**src/rtl/core/lst_pkg.sv**
```systemverilog
// ----------------------------------------------------------------------------
// lst_pkg
// Shared types and constants for the lazy segment tree block.
// ----------------------------------------------------------------------------
`default_nettype none

package lst_pkg;

  localparam int LEAVES    = 1024;
  localparam int LEAF_AW   = $clog2(LEAVES);
  localparam int IDX_W     = LEAF_AW + 1;
  localparam int NODES     = 4 * LEAVES;
  localparam int NODE_AW   = $clog2(NODES);
  localparam int DATA_W    = 32;
  localparam int CMD_W     = 2;
  localparam int SP_W      = $clog2(LEAF_AW + 2);
  localparam int STK_DEPTH = 2 ** SP_W;

  typedef enum logic [CMD_W-1:0] {
    CMD_LOAD  = 2'd0,
    CMD_BUILD = 2'd1,
    CMD_ADD   = 2'd2,
    CMD_QUERY = 2'd3
  } cmd_t;

  typedef enum logic [1:0] {
    PH_ENTER,
    PH_LEFT,
    PH_RIGHT
  } phase_t;

  typedef enum logic [1:0] {
    SEL_SELF,
    SEL_LEFT,
    SEL_RIGHT
  } tag_sel_t;

  typedef enum logic [4:0] {
    OP_NONE,
    OP_START,
    OP_LOAD,
    OP_LEAF_RD,
    OP_LEAF_WR,
    OP_RD_SELF,
    OP_RD_L,
    OP_RD_R,
    OP_HOLD,
    OP_TAG_SET,
    OP_TAG_RD,
    OP_TAG_MUL,
    OP_TAG_WR,
    OP_CLR_PEND,
    OP_COMB,
    OP_ACC,
    OP_DESC_L,
    OP_DESC_R,
    OP_POP,
    OP_OUT
  } dp_op_t;

  typedef enum logic [4:0] {
    S_IDLE,
    S_DISPATCH,
    S_VISIT,
    S_POP,
    S_LEAF_RD,
    S_LEAF_WR,
    S_ACC,
    S_PUSH_CHK,
    S_PTL,
    S_PTR,
    S_PCLR,
    S_PDESC,
    S_TAG_RD,
    S_TAG_MUL,
    S_TAG_WR,
    S_CMB_R,
    S_CMB_W,
    S_OUT
  } ctl_state_t;

  typedef struct packed {
    dp_op_t   op;
    tag_sel_t sel;
  } dp_cmd_t;

  typedef struct packed {
    cmd_t   cmd;
    logic   tree_ok;
    logic   rng_empty;
    logic   load_ok;
    logic   leaf;
    logic   disjoint;
    logic   covered;
    phase_t phase;
    logic   pend_nz;
    logic   sp_zero;
    logic   out_busy;
  } dp_stat_t;

  typedef struct packed {
    logic [NODE_AW-1:0] nd;
    logic [IDX_W-1:0]   a;
    logic [IDX_W-1:0]   b;
    phase_t             ph;
  } frame_t;

endpackage

`default_nettype wire

```
**src/rtl/core/lst_ctrl.sv**
```systemverilog
// ----------------------------------------------------------------------------
// lst_ctrl
// Sequencer that walks the tree one node step at a time.
// ----------------------------------------------------------------------------
`default_nettype none

module lst_ctrl (
  input  wire logic              clk,
  input  wire logic              rst_n,
  input  wire logic              in_valid,
  output logic                   in_ready,
  input  wire lst_pkg::dp_stat_t stat,
  output lst_pkg::dp_cmd_t       cmd
);
  import lst_pkg::*;

  ctl_state_t state_r, state_nxt;
  tag_sel_t   ret_r, ret_nxt;

  always_ff @(posedge clk) begin
    if (!rst_n) begin
      state_r <= S_IDLE;
      ret_r   <= SEL_SELF;
    end else begin
      state_r <= state_nxt;
      ret_r   <= ret_nxt;
    end
  end

  // next state
  always_comb begin
    state_nxt = state_r;
    ret_nxt   = ret_r;
    unique case (state_r)
      S_IDLE: if (in_valid) state_nxt = S_DISPATCH;
      S_DISPATCH: begin
        unique case (stat.cmd)
          CMD_LOAD:  state_nxt = S_IDLE;
          CMD_BUILD: state_nxt = S_VISIT;
          CMD_ADD:   state_nxt = (stat.tree_ok && !stat.rng_empty) ? S_VISIT : S_IDLE;
          CMD_QUERY: state_nxt = (stat.tree_ok && !stat.rng_empty) ? S_VISIT : S_OUT;
          default:   state_nxt = S_IDLE;
        endcase
      end
      S_VISIT: begin
        unique case (stat.phase)
          PH_ENTER: begin
            if (stat.cmd == CMD_BUILD) begin
              state_nxt = stat.leaf ? S_LEAF_RD : S_VISIT;
            end else if (stat.disjoint) begin
              state_nxt = S_POP;
            end else if (stat.covered) begin
              if (stat.cmd == CMD_ADD) begin
                state_nxt = S_TAG_RD;
                ret_nxt   = SEL_SELF;
              end else begin
                state_nxt = S_ACC;
              end
            end else begin
              state_nxt = S_PUSH_CHK;
            end
          end
          PH_LEFT: state_nxt = S_VISIT;
          PH_RIGHT: state_nxt = (stat.cmd == CMD_QUERY) ? S_POP : S_CMB_R;
          default: state_nxt = S_POP;
        endcase
      end
      S_POP: begin
        if (!stat.sp_zero)                state_nxt = S_VISIT;
        else if (stat.cmd == CMD_QUERY)   state_nxt = S_OUT;
        else                              state_nxt = S_IDLE;
      end
      S_LEAF_RD:  state_nxt = S_LEAF_WR;
      S_LEAF_WR:  state_nxt = S_POP;
      S_ACC:      state_nxt = S_POP;
      S_PUSH_CHK: state_nxt = S_PTL;
      S_PTL: begin
        if (stat.pend_nz) begin
          state_nxt = S_TAG_RD;
          ret_nxt   = SEL_LEFT;
        end else begin
          state_nxt = S_VISIT;
        end
      end
      S_PTR: begin
        state_nxt = S_TAG_RD;
        ret_nxt   = SEL_RIGHT;
      end
      S_PCLR:    state_nxt = S_PDESC;
      S_PDESC:   state_nxt = S_VISIT;
      S_TAG_RD:  state_nxt = S_TAG_MUL;
      S_TAG_MUL: state_nxt = S_TAG_WR;
      S_TAG_WR: begin
        unique case (ret_r)
          SEL_SELF:  state_nxt = S_POP;
          SEL_LEFT:  state_nxt = S_PTR;
          SEL_RIGHT: state_nxt = S_PCLR;
          default:   state_nxt = S_POP;
        endcase
      end
      S_CMB_R: state_nxt = S_CMB_W;
      S_CMB_W: state_nxt = S_POP;
      S_OUT:   if (!stat.out_busy) state_nxt = S_IDLE;
      default: state_nxt = S_IDLE;
    endcase
  end

  // outputs
  always_comb begin
    in_ready = (state_r == S_IDLE);
    cmd.op   = OP_NONE;
    cmd.sel  = SEL_SELF;
    unique case (state_r)
      S_IDLE: if (in_valid) cmd.op = OP_START;
      S_DISPATCH: if (stat.cmd == CMD_LOAD) cmd.op = OP_LOAD;
      S_VISIT: begin
        unique case (stat.phase)
          PH_ENTER: begin
            if (stat.cmd == CMD_BUILD) begin
              if (!stat.leaf) cmd.op = OP_DESC_L;
            end else if (stat.disjoint) begin
              cmd.op = OP_NONE;
            end else if (stat.covered && stat.cmd == CMD_ADD) begin
              cmd.op  = OP_TAG_SET;
              cmd.sel = SEL_SELF;
            end else begin
              cmd.op = OP_RD_SELF;
            end
          end
          PH_LEFT:  cmd.op = OP_DESC_R;
          PH_RIGHT: if (stat.cmd != CMD_QUERY) cmd.op = OP_RD_L;
          default:  cmd.op = OP_NONE;
        endcase
      end
      S_POP:      if (!stat.sp_zero) cmd.op = OP_POP;
      S_LEAF_RD:  cmd.op = OP_LEAF_RD;
      S_LEAF_WR:  cmd.op = OP_LEAF_WR;
      S_ACC:      cmd.op = OP_ACC;
      S_PUSH_CHK: cmd.op = OP_HOLD;
      S_PTL: begin
        if (stat.pend_nz) begin
          cmd.op  = OP_TAG_SET;
          cmd.sel = SEL_LEFT;
        end else begin
          cmd.op = OP_DESC_L;
        end
      end
      S_PTR: begin
        cmd.op  = OP_TAG_SET;
        cmd.sel = SEL_RIGHT;
      end
      S_PCLR:    cmd.op = OP_CLR_PEND;
      S_PDESC:   cmd.op = OP_DESC_L;
      S_TAG_RD:  cmd.op = OP_TAG_RD;
      S_TAG_MUL: cmd.op = OP_TAG_MUL;
      S_TAG_WR:  cmd.op = OP_TAG_WR;
      S_CMB_R:   cmd.op = OP_RD_R;
      S_CMB_W:   cmd.op = OP_COMB;
      S_OUT:     if (!stat.out_busy) cmd.op = OP_OUT;
      default:   cmd.op = OP_NONE;
    endcase
  end

endmodule

`default_nettype wire

```
**config.mk**
```make
export PLATFORM = sky130hd
export DESIGN_NAME = lst_ctrl
export DESIGN_NICKNAME = d
export VERILOG_FILES = /design/src/rtl/core/lst_pkg.sv /design/src/rtl/core/lst_ctrl.sv
export SDC_FILE = /design/constraint.sdc
export NUM_CORES = 1
export LEC_CHECK = 0
export ABC_AREA = 0
export BUFFER_PORTS_ARGS = -buffer_cell sky130_fd_sc_hd__buf_2
export CAP_MARGIN = 20
export CORE_MARGIN = 5
export CORE_UTILIZATION = 54
export CTS_CLUSTER_SIZE = 10
export DETAILED_ROUTE_END_ITERATION = 10
export GPL_TIMING_DRIVEN = 1
export PLACE_DENSITY = 0.88
export SLEW_MARGIN = 20
export SYNTH_ARGS = -nofsm -noshare
export SYNTH_HDL_FRONTEND = slang
export SYNTH_SLANG_ARGS = --single-unit
```
**constraint.sdc**
```tcl
create_clock -name clk -period 2.25 [get_ports clk]
set_clock_uncertainty 0.05 [all_clocks]
set_input_delay 0.225 -clock clk [delete_from_list [all_inputs] [get_ports clk]]
set_output_delay 0.225 -clock clk [all_outputs]
set_load 0.01 [all_outputs]
```
==> impl.org, run 1 <==
** Drt
- Highest metal layer with signal wires :: met4
- Using the TritonRoute via totals, the vias-per-cell ratio works out to 6.428.
- In the detailed route, the total length drawn on met2 is 1.685 mm.
- Total DRC errors in the routed layout :: 0
- First-iteration detailed-routing DRC count :: 60
- Sum of routed wire segments on met1 :: 1.385 mm
- Post-detailed-route wirelength per cell :: 16.23 um
- Detailed-router iteration count before antenna repair :: 4
- After detailed routing, the met3 layer carries 262 um of wire.
- Detailed Route WL :: 3.375 mm
- In this run the remaining antenna-violating nets after routing total 0.
- Via Count :: 1337

** Timing
- Number of pins with negative max-slew slack in the final report :: 0
- Maximum clock frequency :: 0.4545 GHz
- Slew Limit Headroom :: 68.40%
- Summed over all failing endpoints, the final setup total negative slack is 0 ns.
- The hold violation count in the final report is 0.
- Worst path setup slack after routing :: 0.04981 ns
- Share of the clock period used by the worst path after layout :: 97.79%
- Number of setup violations in the final report :: 0
- Minimum period implied by the final worst setup slack :: 2.200 ns
- Setup repair after global routing missed its margin :: no
- For the pin with the worst max-slew slack, the measured transition is 0.4620 ns.

** Clock tree
- Clock latency at the later pin of the worst-skew pair :: 0.25 ns
- The tree built by TritonCTS fans out to 7 sinks.
- TritonCTS built the clock tree.
- Buffers from clock root to sink, at most :: 2
- Count of H-tree levels built during CTS :: 1
- Counting the buffers created by CTS gives 3.
- The tree is rooted in a clkbuf_4.
- Clock-pin slew on the worst setup and hold paths :: 0.06 ns
- Hold buffer count at cts :: 0

** Yosys
- Of all cell types, the one taking the most synthesized area is dfxtp_1.
- Sorting the synthesized cells by area gives the leading types as dfxtp_1 (13%), ha_1 (5.7%), nor2b_1 (5.1%).
- Of the total synthesized cell area, the portion taken by full adders, half adders and majority gates is 5.708%.
- Number of warnings printed during yosys synthesis :: 0
- In the synthesized netlist the async set-or-reset flop fraction comes to 0%.
- Yosys instantiated no cell more often than nor2_1.
- For this run, the leading register cell type out of synthesis is dfxtp_1.
- Gate count after technology mapping :: 150
- Dominant combinational cell family by area after synthesis :: simple AND/OR/NAND/NOR gates
- The share of the Yosys chip area taken by registers is 12.79%.
- Compound-Gate Fraction of Synth Area :: 34.47%
- Synthesis-stage register bit count :: 7
- Netlist cell types :: 59
- Counting flops with a built-in enable in the synthesized netlist gives 0.
- Counting every net in the synthesized netlist gives 171.
- Post-Synth XOR/XNOR Area :: 1.598%
- A synthesized cell averages 7.307 sq um.
- Share of synthesized area spent on multiplexers :: 0%
- Leading post-synthesis cells by instance count :: nor2_1 (12), nand2_1 (9), nor2b_1 (9), a21oi_1 (8)
- The synthesized design devotes to its leading area cell type 12.79% of total area.
- In this run the cell area of the synthesized design comes to 1096 sq um.
- Simple-gate share of the synthesized area :: 36.99%

** Die
- The die is 55.05 um tall.
- Ports placed on the boundary :: 24
- The floorplan step defined a die boundary enclosing 3031 sq um.
- Overall die width :: 55.05 um
- The region available for standard cell placement spans 1942 sq um.
- Row generation in the floorplan step produced 16 rows.
- Once the floorplan was initialized, standard cells occupied 56.44% of the core.

** GRT
- Entering global routing, the biggest net connects 20 pins.
- Number of global-route vias before repair :: 1243
- Overflow left after global routing :: 0
- The number of antenna violations at the first check in global routing came to 0.
- The first global-routing pass estimated 5.457 mm of wire.
- Global routing used 24.08% of the available tracks.

** Cells and area
- Total number of nets in the final design :: 203
- Ant diodes :: 0
- After routing the design area is 1346 sq um.
- The area growth from synthesis to layout is 22.83%.
- Layout cell share with drive strength beyond 1 :: 30.94%
- Fill cells in the final layout number 179.

** Critical path
- On the critical path, the stage with the largest delay is an instance of or4b_2.
- In this run the worst path has a maximum fanout of 9.
- Critical path arrival :: 1.93 ns
- Traced cell by cell, the critical path runs through buf_4 -> a32oi_1 -> o21a_1 -> or4b_2 -> buf_2.
- By startpoint and endpoint, the worst setup path is classified as flop to primary output.
- The worst setup path is launched from a flop.
- STA classifies the critical path endpoint as a primary output.
- Data required, critical path :: 1.98 ns
- CP max stage delay :: 0.60 ns

** Power and ir drop
- For this design the ratio of total power to cell area is 425.7 nW/um^2.
- Summed over all cells, the static leakage comes to 0.5900 nW.
- VDD IR-drop max :: 0.5332 mV

** Place
- Global placer's final weighted congestion :: 0.9107
- Worst-case setup slack after placement :: 0.2088 ns
- Port bufs :: 22
- Detailed placement finished with a half-perimeter wire length of 2.539 mm.
- Placed standard-cell area :: 1286 sq um

** Worst hold path
- Worst min-delay path class :: primary input to flop

** Outcome
- The flow ran to the end, and the final reports show no timing, DRC or antenna violations.

** Run
- Max Cap Viol :: 0
==> what timing repair did <==
item	4_1_cts	5_1_grt
gates cloned	0	0
setup endpoints to repair	3	5
gates resized for setup	3	6
pin swaps	0	2
buffers inserted	0	2
==> path summary, 6_finish.rpt <==
check | from | endpoint | slack (ns) | cells past startpoint
setup / recovery | state_r[2] | cmd[4] | 0.05 | 5
hold / removal | rst_n | ret_r[0] | 0.21 | 2
setup reg to reg | state_r[1] | state_r[1] | 0.39 | 5
hold reg to reg | ret_r[1] | ret_r[1] | 0.48 | 2
==> layer usage <==
metal	global-route usage, %	vias up
met1	30.39	633
met5	0	-
met3	4.826	7
met2	43.11	65
met4	2.834	0
li1	-	632
==> registers in the layout, indices dropped and copies added, names as in the netlist <==
name,cells
state_r,5
ret_r,2
==> placed cells by master (no fill, tap or decap), types with 4 or more instances in the layout <==
cell type	n
o21ai_0	4
nand3_1	4
nor2_1	12
ha_1	5
nor2b_1	9
a31oi_1	6
inv_1	7
buf_4	15
buf_2	23
a21oi_1	8
nand2_1	9
o211ai_1	5
==> cell families (layout without fill, tap and decap cells) <==
logic type	Yosys count	count (layout)
AND/OR/NAND/NOR	65	65
AO/OA/AOI/OAI	52	52
buffers and inverters	19	50
flip-flops	7	7
adder cells (fa/ha/maj)	5	5
XOR/XNOR	2	2
==> final cells by class <==
class | count | area [sq um] | area share (%)
clock buffers | 3 | 22.52 | 1.673
clock inverters | 1 | 5.005 | 0.3717
inverters | 7 | 26.28 | 1.952
multi-input cells | 124 | 872.1 | 64.78
flip-flops and latches | 7 | 147.6 | 10.97
well taps | 27 | 33.78 | 2.509
repair buffers | 39 | 239.0 | 17.75
==> where the power goes <==
group / leakage [nW] / internal, mW / switching [mW] / total, mW
sequential: 0.0588 / 0.135 / 0.0236 / 0.159
clock: 0.0177 / 0.0650 / 0.0480 / 0.113
combinational: 0.513 / 0.141 / 0.161 / 0.301
total: 0.590 / 0.341 / 0.232 / 0.573
==> per-stage QoR <==
stage          cells  utilization (%)  hold WS, ns  total power [mW]
5_1_grt          208            69.33       0.2028            0.6117
6_report         208            69.33       0.2146            0.5731
3_5_place_dp     202            66.24       0.4689            0.4413
3_3_place_gp     202            66.24       0.4626            0.4301
2_1_floorplan    150                -       0.2925            0.3399
4_1_cts          206            67.85       0.2001            0.5583
==> critical path, delay by kind of cell (launching register included) <==
family,cells,cell delay [ns]
flip-flops,1,0.39
AO/OA/AOI/OAI,2,0.35
buffers and inverters,2,0.34
AND/OR/NAND/NOR,1,0.60
No activity file was read; power rests on OpenSTA's default activity.
==> run 2, diff against run 1 <==
--- a/config.mk
+++ b/config.mk
@@ -8,8 +8,10 @@
 export ABC_AREA = 0
 export BUFFER_PORTS_ARGS = -buffer_cell sky130_fd_sc_hd__buf_2
 export CAP_MARGIN = 20
+export CELL_PAD_IN_SITES_DETAIL_PLACEMENT = 2
+export CELL_PAD_IN_SITES_GLOBAL_PLACEMENT = 2
 export CORE_MARGIN = 5
-export CORE_UTILIZATION = 54
+export CORE_UTILIZATION = 30
 export CTS_CLUSTER_SIZE = 10
 export DETAILED_ROUTE_END_ITERATION = 10
 export GPL_TIMING_DRIVEN = 1
==> impl.org, run 2 (synthesis gave the netlist of run 1 again) <==
** Clock tree
- Sink Count :: 7
- Total CTS buffers :: 3
- Clock-pin slew was measured on the worst setup and hold paths at 0.05 ns.
- In this run the number of H-tree levels came out at 1.
- Counting along the longest clock path gives a buffer depth of 2.
- The cell sitting at the root of the clock tree is a clkbuf_8.
- The number of hold buffers added after CTS was 0.
- The later pin in the worst-skew pair is clocked with a latency of 0.23 ns.
- TritonCTS built the clock tree.

** Critical path
- The critical path ends at cmd[6].
- Worst Setup Path Type :: flop to primary output
- The worst setup path is launched from a flop.
- For the worst setup path, the data arrival time is 1.91 ns.
- In this run the critical register-to-register path is captured at state_r[0].
- The worst setup path is captured at a primary output.
- Worst-path fanout max :: 8
- CP Launch Point :: state_r[3]
- R2R Path Start :: state_r[0]
- Measured in cells, the most critical reg-to-reg path has a length of 5.
- Setup slack, reg-to-reg :: 0.36 ns
- Data on the critical path is required at its endpoint by 1.98 ns.

** Cells and area
- Ant diodes :: 0
- From synthesis to final layout, the design area changed by 30.48%.
- Summing all flip-flop and latch instances after layout gives 146.4 sq um.
- The filler cells instantiated in the layout total 444.
- Top library cells by usage in the layout, fill and taps aside :: buf_2 (21), buf_4 (21), nor2_1 (12), nand2_1 (9), nor2b_1 (9)
- Final Cell Area :: 1430 sq um
- The largest registers in the layout are state_r (5), ret_r (2).
- The register with the most flip-flops in the final layout is state_r.
- Total number of nets in the final design :: 207
- The register with the most flip-flops in the layout has 5 of them.
- In the final layout, the share of cells above drive strength 1 is 31.35%.
- In the final layout, the multi-input gates occupy 878.3 sq um.

** Drt
- The detailed router put a total of 1.998 mm of wire on met1.
- The count of nets left with antenna violations once routing finished came out at 0.
- In the final routed layout, each cell accounts on average for 20.37 um.
- After detailed routing, the total wire length is 4.747 mm.
- In the routed design, unresolved DRC markers number 0.
- Post-DR vias/cell :: 5.893
- Summed over all nets, wire length on met2 after detailed routing comes to 2.477 mm.
- The highest layer touched by signal routing is met4.
- For this block, the via count after detailed routing is 1373.
- Total length of routed met3 wires :: 126 um
- The pre-antenna-repair detailed-routing pass consisted of 4 iterations.
- First-iteration detailed-routing DRC count :: 64

** Place
- Hpwl dp :: 3.651 mm
- Port bufs :: 22
- Global placer's final weighted congestion :: 0.8946
- Summing all placed instances gives a cell area of 1350 sq um.

** GRT
- Entering global routing, the biggest net connects 20 pins.
- Global routing used 19.12% of the available tracks.
- The first global-routing pass estimated 7.555 mm of wire.
- Number of global-route vias before repair :: 1551
- Overflow left after global routing :: 0
- The number of antenna violations at the first check in global routing was 0.

** Die
- Y dimension of the die :: 70.45 um
- Pin placement for this block handled 24 I/O pins.
- The floorplan has 22 rows.
- Starting Density :: 30.40%
- The die covers 4963 sq um.
- CORE AREA :: 3606 sq um
- Overall die width :: 70.45 um

** Timing
- The count of final max-slew check failures was 0.
- Setup repair after global routing missed its margin :: no
- Share of the clock period used by the worst path after layout :: 97.15%
- Number of setup violations in the final report :: 0
- Transition at the pin with the smallest max-transition slack :: 0.3896 ns
- Adding up every negative setup slack in the final design gives 0 ns.
- Hold is met by 0.2318 ns.
- Minimum period implied by the final worst setup slack :: 2.186 ns
- The hold violation count in the final report came to 0.
- Slew Limit Headroom :: 73.35%
- Derived from the worst setup path, the maximum achievable clock frequency is 0.4575 GHz.

** Worst hold path
- Worst min-delay path class :: primary input to flop

** Run
- Max Cap Viol :: 0

** Power and ir drop
- VDD IR-drop max :: 0.1566 mV
- Leak Pwr :: 0.6147 nW
- Power spread over the standard cell area amounts to 470.3 nW/um^2.

** Outcome
- Status :: complete, no violations
[run 2: layer usage]
layer / vias up / track usage, %
met5: - / 0
met4: 0 / 8.511
met3: 12 / 2.014
met2: 40 / 35.55
met1: 679 / 21.51
li1: 642 / -
[run 2: timing repair]
action	4_1_cts	5_1_grt
setup endpoints to repair	4	1
gates resized for setup	8	1
setup buffers	1	0
pin swaps	2	0
[run 2: layout make-up]
cell class / instances / share of cell area, %
clock buffers: 4 / 3.150
inverters: 7 / 1.837
multi-input cells: 124 / 61.42
flip-flops and latches: 7 / 10.24
well taps: 48 / 4.199
repair buffers: 43 / 19.16
[run 2: power by group]
group	internal [mW]	switching [mW]	leakage (nW)
sequential	0.134	0.0183	0.0584
combinational	0.146	0.189	0.534
clock	0.123	0.0626	0.0228
[run 2: worst min-delay path by stage]
stage,from,endpoint,slack [ns],depth (start not counted)
2_1_floorplan,rst_n,ret_r[0],0.29,1
3_3_place_gp,rst_n,state_r[3],0.47,2
3_5_place_dp,rst_n,state_r[3],0.47,2
4_1_cts,rst_n,state_r[3],0.23,2
5_1_grt,rst_n,state_r[3],0.24,2
6_report,rst_n,state_r[3],0.23,2
[run 2: critical path, stage by stage (launching register included)]
cell      delay (ns)
dfxtp_4         0.39
buf_4           0.18
or4b_1          0.50
o32a_1          0.34
o211ai_1        0.11
buf_2           0.16
[run 2: per-stage QoR]
step / worst slack (ns) / power [mW] / cells / util (%)
after floorplan: 0.5050 / 0.3399 / 150 / -
after global placement: 0.1865 / 0.4484 / 228 / 37.44
after detailed placement: 0.06857 / 0.4697 / 228 / 37.44
after CTS: 0.02135 / 0.6636 / 233 / 39.59
after global routing: 0.02515 / 0.7050 / 233 / 39.66
final: 0.06414 / 0.6727 / 233 / 39.66
==> run 3, diff against run 2 <==
--- a/config.mk
+++ b/config.mk
@@ -16,6 +16,7 @@
 export DETAILED_ROUTE_END_ITERATION = 10
 export GPL_TIMING_DRIVEN = 1
 export PLACE_DENSITY = 0.88
+export SETUP_SLACK_MARGIN = 0.5
 export SLEW_MARGIN = 20
 export SYNTH_ARGS = -nofsm -noshare
 export SYNTH_HDL_FRONTEND = slang
==> impl.org, run 3 (synthesis gave the netlist of run 1 again) <==
** Place
- Port bufs :: 22
- The HPWL after detailed placement is 3.651 mm.
- Timing analysis after detailed placement gives a worst setup slack of 0.06857 ns.
- Cell Count Post-Placement :: 228
- Global placer's final weighted congestion :: 0.8946
- In this run the cell area measured after placement is 1350 sq um.

** Critical path
- The worst setup path is launched from a flop.
- Worst-path fanout max :: 5
- R2R Path Start :: state_r[4]
- Critical path arrival :: 1.90 ns
- STA puts the critical path data required time at 1.98 ns.
- The slowest stage of the critical path is the or4b_4 cell.
- Capturing element type of the critical path :: primary output
- By startpoint and endpoint, the worst setup path is classified as flop to primary output.
- Setup slack, reg-to-reg :: 0.28 ns
- Crit Reg-Reg Endpoint :: state_r[1]
- Walking the worst path, the cells encountered are buf_6 -> or4b_4 -> o32a_1 -> o211ai_1 -> buf_2.
- The largest single stage delay on the critical path is 0.49 ns.
- Worst-case reg-to-reg path depth :: 7

** Power and ir drop
- Dividing total power by cell area gives a power density of 464.4 nW/um^2.
- Post-layout power :: 0.8141 mW
- VDD IR-drop max :: 0.1555 mV
- Leak Pwr :: 0.7499 nW

** Die
- Area of the die :: 4963 sq um
- After floorplanning, the core was sized to cover 3606 sq um.
- Ports placed on the boundary :: 24
- Y dimension of the die :: 70.45 um
- For this configuration, the core starts out at a cell density of 30.40%.
- The die is 70.45 um wide.
- Row generation in the floorplan step produced 22 rows.

** Cells and area
- Layout cell share with drive strength beyond 1 :: 47.06%
- Number of flip-flops under the largest register name :: 5
- Once layout is complete, the cells apart from fillers number 252.
- The net count of the finished layout is 226.
- Fin util :: 48.61%
- The library cell used most frequently in the layout, excluding fill and tap cells, is buf_4.
- Ranked by flip-flop count, first place goes to state_r.
- Relative to the synthesized area, the layout overhead comes to 59.93%.
- The largest registers in the layout are state_r (5), ret_r (2).
- The top cell types in the final layout, fill and taps aside, are buf_4 (32), buf_2 (21), nor2_1 (11), nand2_1 (9), buf_6 (8).
- The number of antenna diodes in the final layout is 0.
- With fillers left out, the area of the finished cells amounts to 1753 sq um.

** Clock tree
- Counting along the longest clock path gives a buffer depth of 2.
- The root buffer cell chosen for the clock tree is clkbuf_8.
- CTS built an H-tree with a depth of 1.
- Clock latency at the later pin of the worst-skew pair :: 0.23 ns
- TritonCTS built the clock tree.
- Total CTS buffers :: 3
- After clock tree synthesis, the clock-pin slew on the worst setup and hold paths is 0.04 ns.
- Sink Count :: 7

** Run
- Max Cap Viol :: 0

** Drt
- Using the TritonRoute via totals, the vias-per-cell ratio works out to 6.163.
- First-iteration detailed-routing DRC count :: 143
- Once detail routing completed, the nets flagged for antenna violations numbered 0.
- Post-detailed-route wirelength per cell :: 29.00 um
- Total DRC errors in the routed layout :: 0
- The first TritonRoute pass finished after 4 iterations.
- Detailed Route WL :: 7.307 mm
- For this block, the via count after detailed routing is 1553.

** Worst hold path
- The min-delay analysis places its worst path in the category primary input to flop.
- Endpoint of the worst hold-timing path :: state_r[3]
- The worst hold path passes through 2 cells.
- The worst hold path begins at rst_n.

** Outcome
- The run finished with clean final reports.

** GRT
- The first global-routing pass estimated 9.073 mm of wire.
- Largest net degree at the start of global routing :: 16
- Number of global-route vias before repair :: 1607
- The number of antenna violations at the first check in global routing was 0.
- Overflow left after global routing :: 0
- Global routing usage summed across all routing layers :: 23.54%

** Timing
- Minimum period implied by the final worst setup slack :: 2.174 ns
- Across all hold checks on the routed design, the worst slack comes to 0.2419 ns.
- The worst pin sits at a relative slew slack of 66.98%.
- Based on the critical path, the design can be clocked at up to 0.4600 GHz.
- Number of pins with negative max-slew slack in the final report :: 0
- Final Hold Fails :: 0
- Share of the clock period used by the worst path after layout :: 96.62%
- Setup violations remaining at the end of the flow were counted as 0.
- Setup repair after global routing missed its margin :: yes
- Summed over all failing endpoints, the final setup total negative slack is 0 ns.
- Setup slack closes at 0.07611 ns.
- For the pin with the worst max-slew slack, the measured transition is 0.4924 ns.
==> run 3: changes by cell type in the layout (fill, tap and decap cells not counted), sizes merged <==
cell  change
buf      +19
==> run 3: worst max-delay path by stage <==
stage	startpoint	to	slack [ns]	cells past startpoint
finish	state_r[3]	cmd[6]	0.08	5
global placement	stat[3]	cmd[4]	0.19	9
global route	stat[3]	cmd[4]	0.05	9
floorplan	state_r[3]	cmd[4]	0.51	5
CTS	state_r[3]	cmd[6]	0.16	5
detailed placement	state_r[3]	cmd[2]	0.07	6
==> run 3: critical path: cells and delay by family, from the launching register on <==
kind	cells	cell delay, ns
DFF	1	0.37
buffers and inverters	2	0.32
and+or+nand+nor	1	0.49
AOI/OAI and AO/OA	2	0.48
==> run 3: power breakdown <==
| part | switching, mW | total (mW) | internal (mW) |
|---|---|---|---|
| sequential | 0.0264 | 0.161 | 0.134 |
| clock | 0.0662 | 0.190 | 0.124 |
| combinational | 0.259 | 0.464 | 0.205 |
==> run 3: repair_timing <==
action,4_1_cts,5_1_grt
endpoints found under the setup margin,13,12
pin swaps,7,10
resized for setup,25,25
hold buffers,0,0
buffers inserted,10,10
==> run 3: layer usage <==
layer  track usage [%]  share of wire (%)  wire length, um
met5                 0                  0                0
met2             42.62                 52             3773
met4             8.511                2.9              209
met3             2.302                4.3              317
met1             28.31                 41             3007
==> run 3: area by class of cell <==
type,count,area [sq um]
fillers,393,1853
repair buffers,62,450.4
flip-flops and latches,7,156.4
multi-input cells,124,1015
clock buffers,4,45.04
well taps,48,60.06
inverters,7,26.28
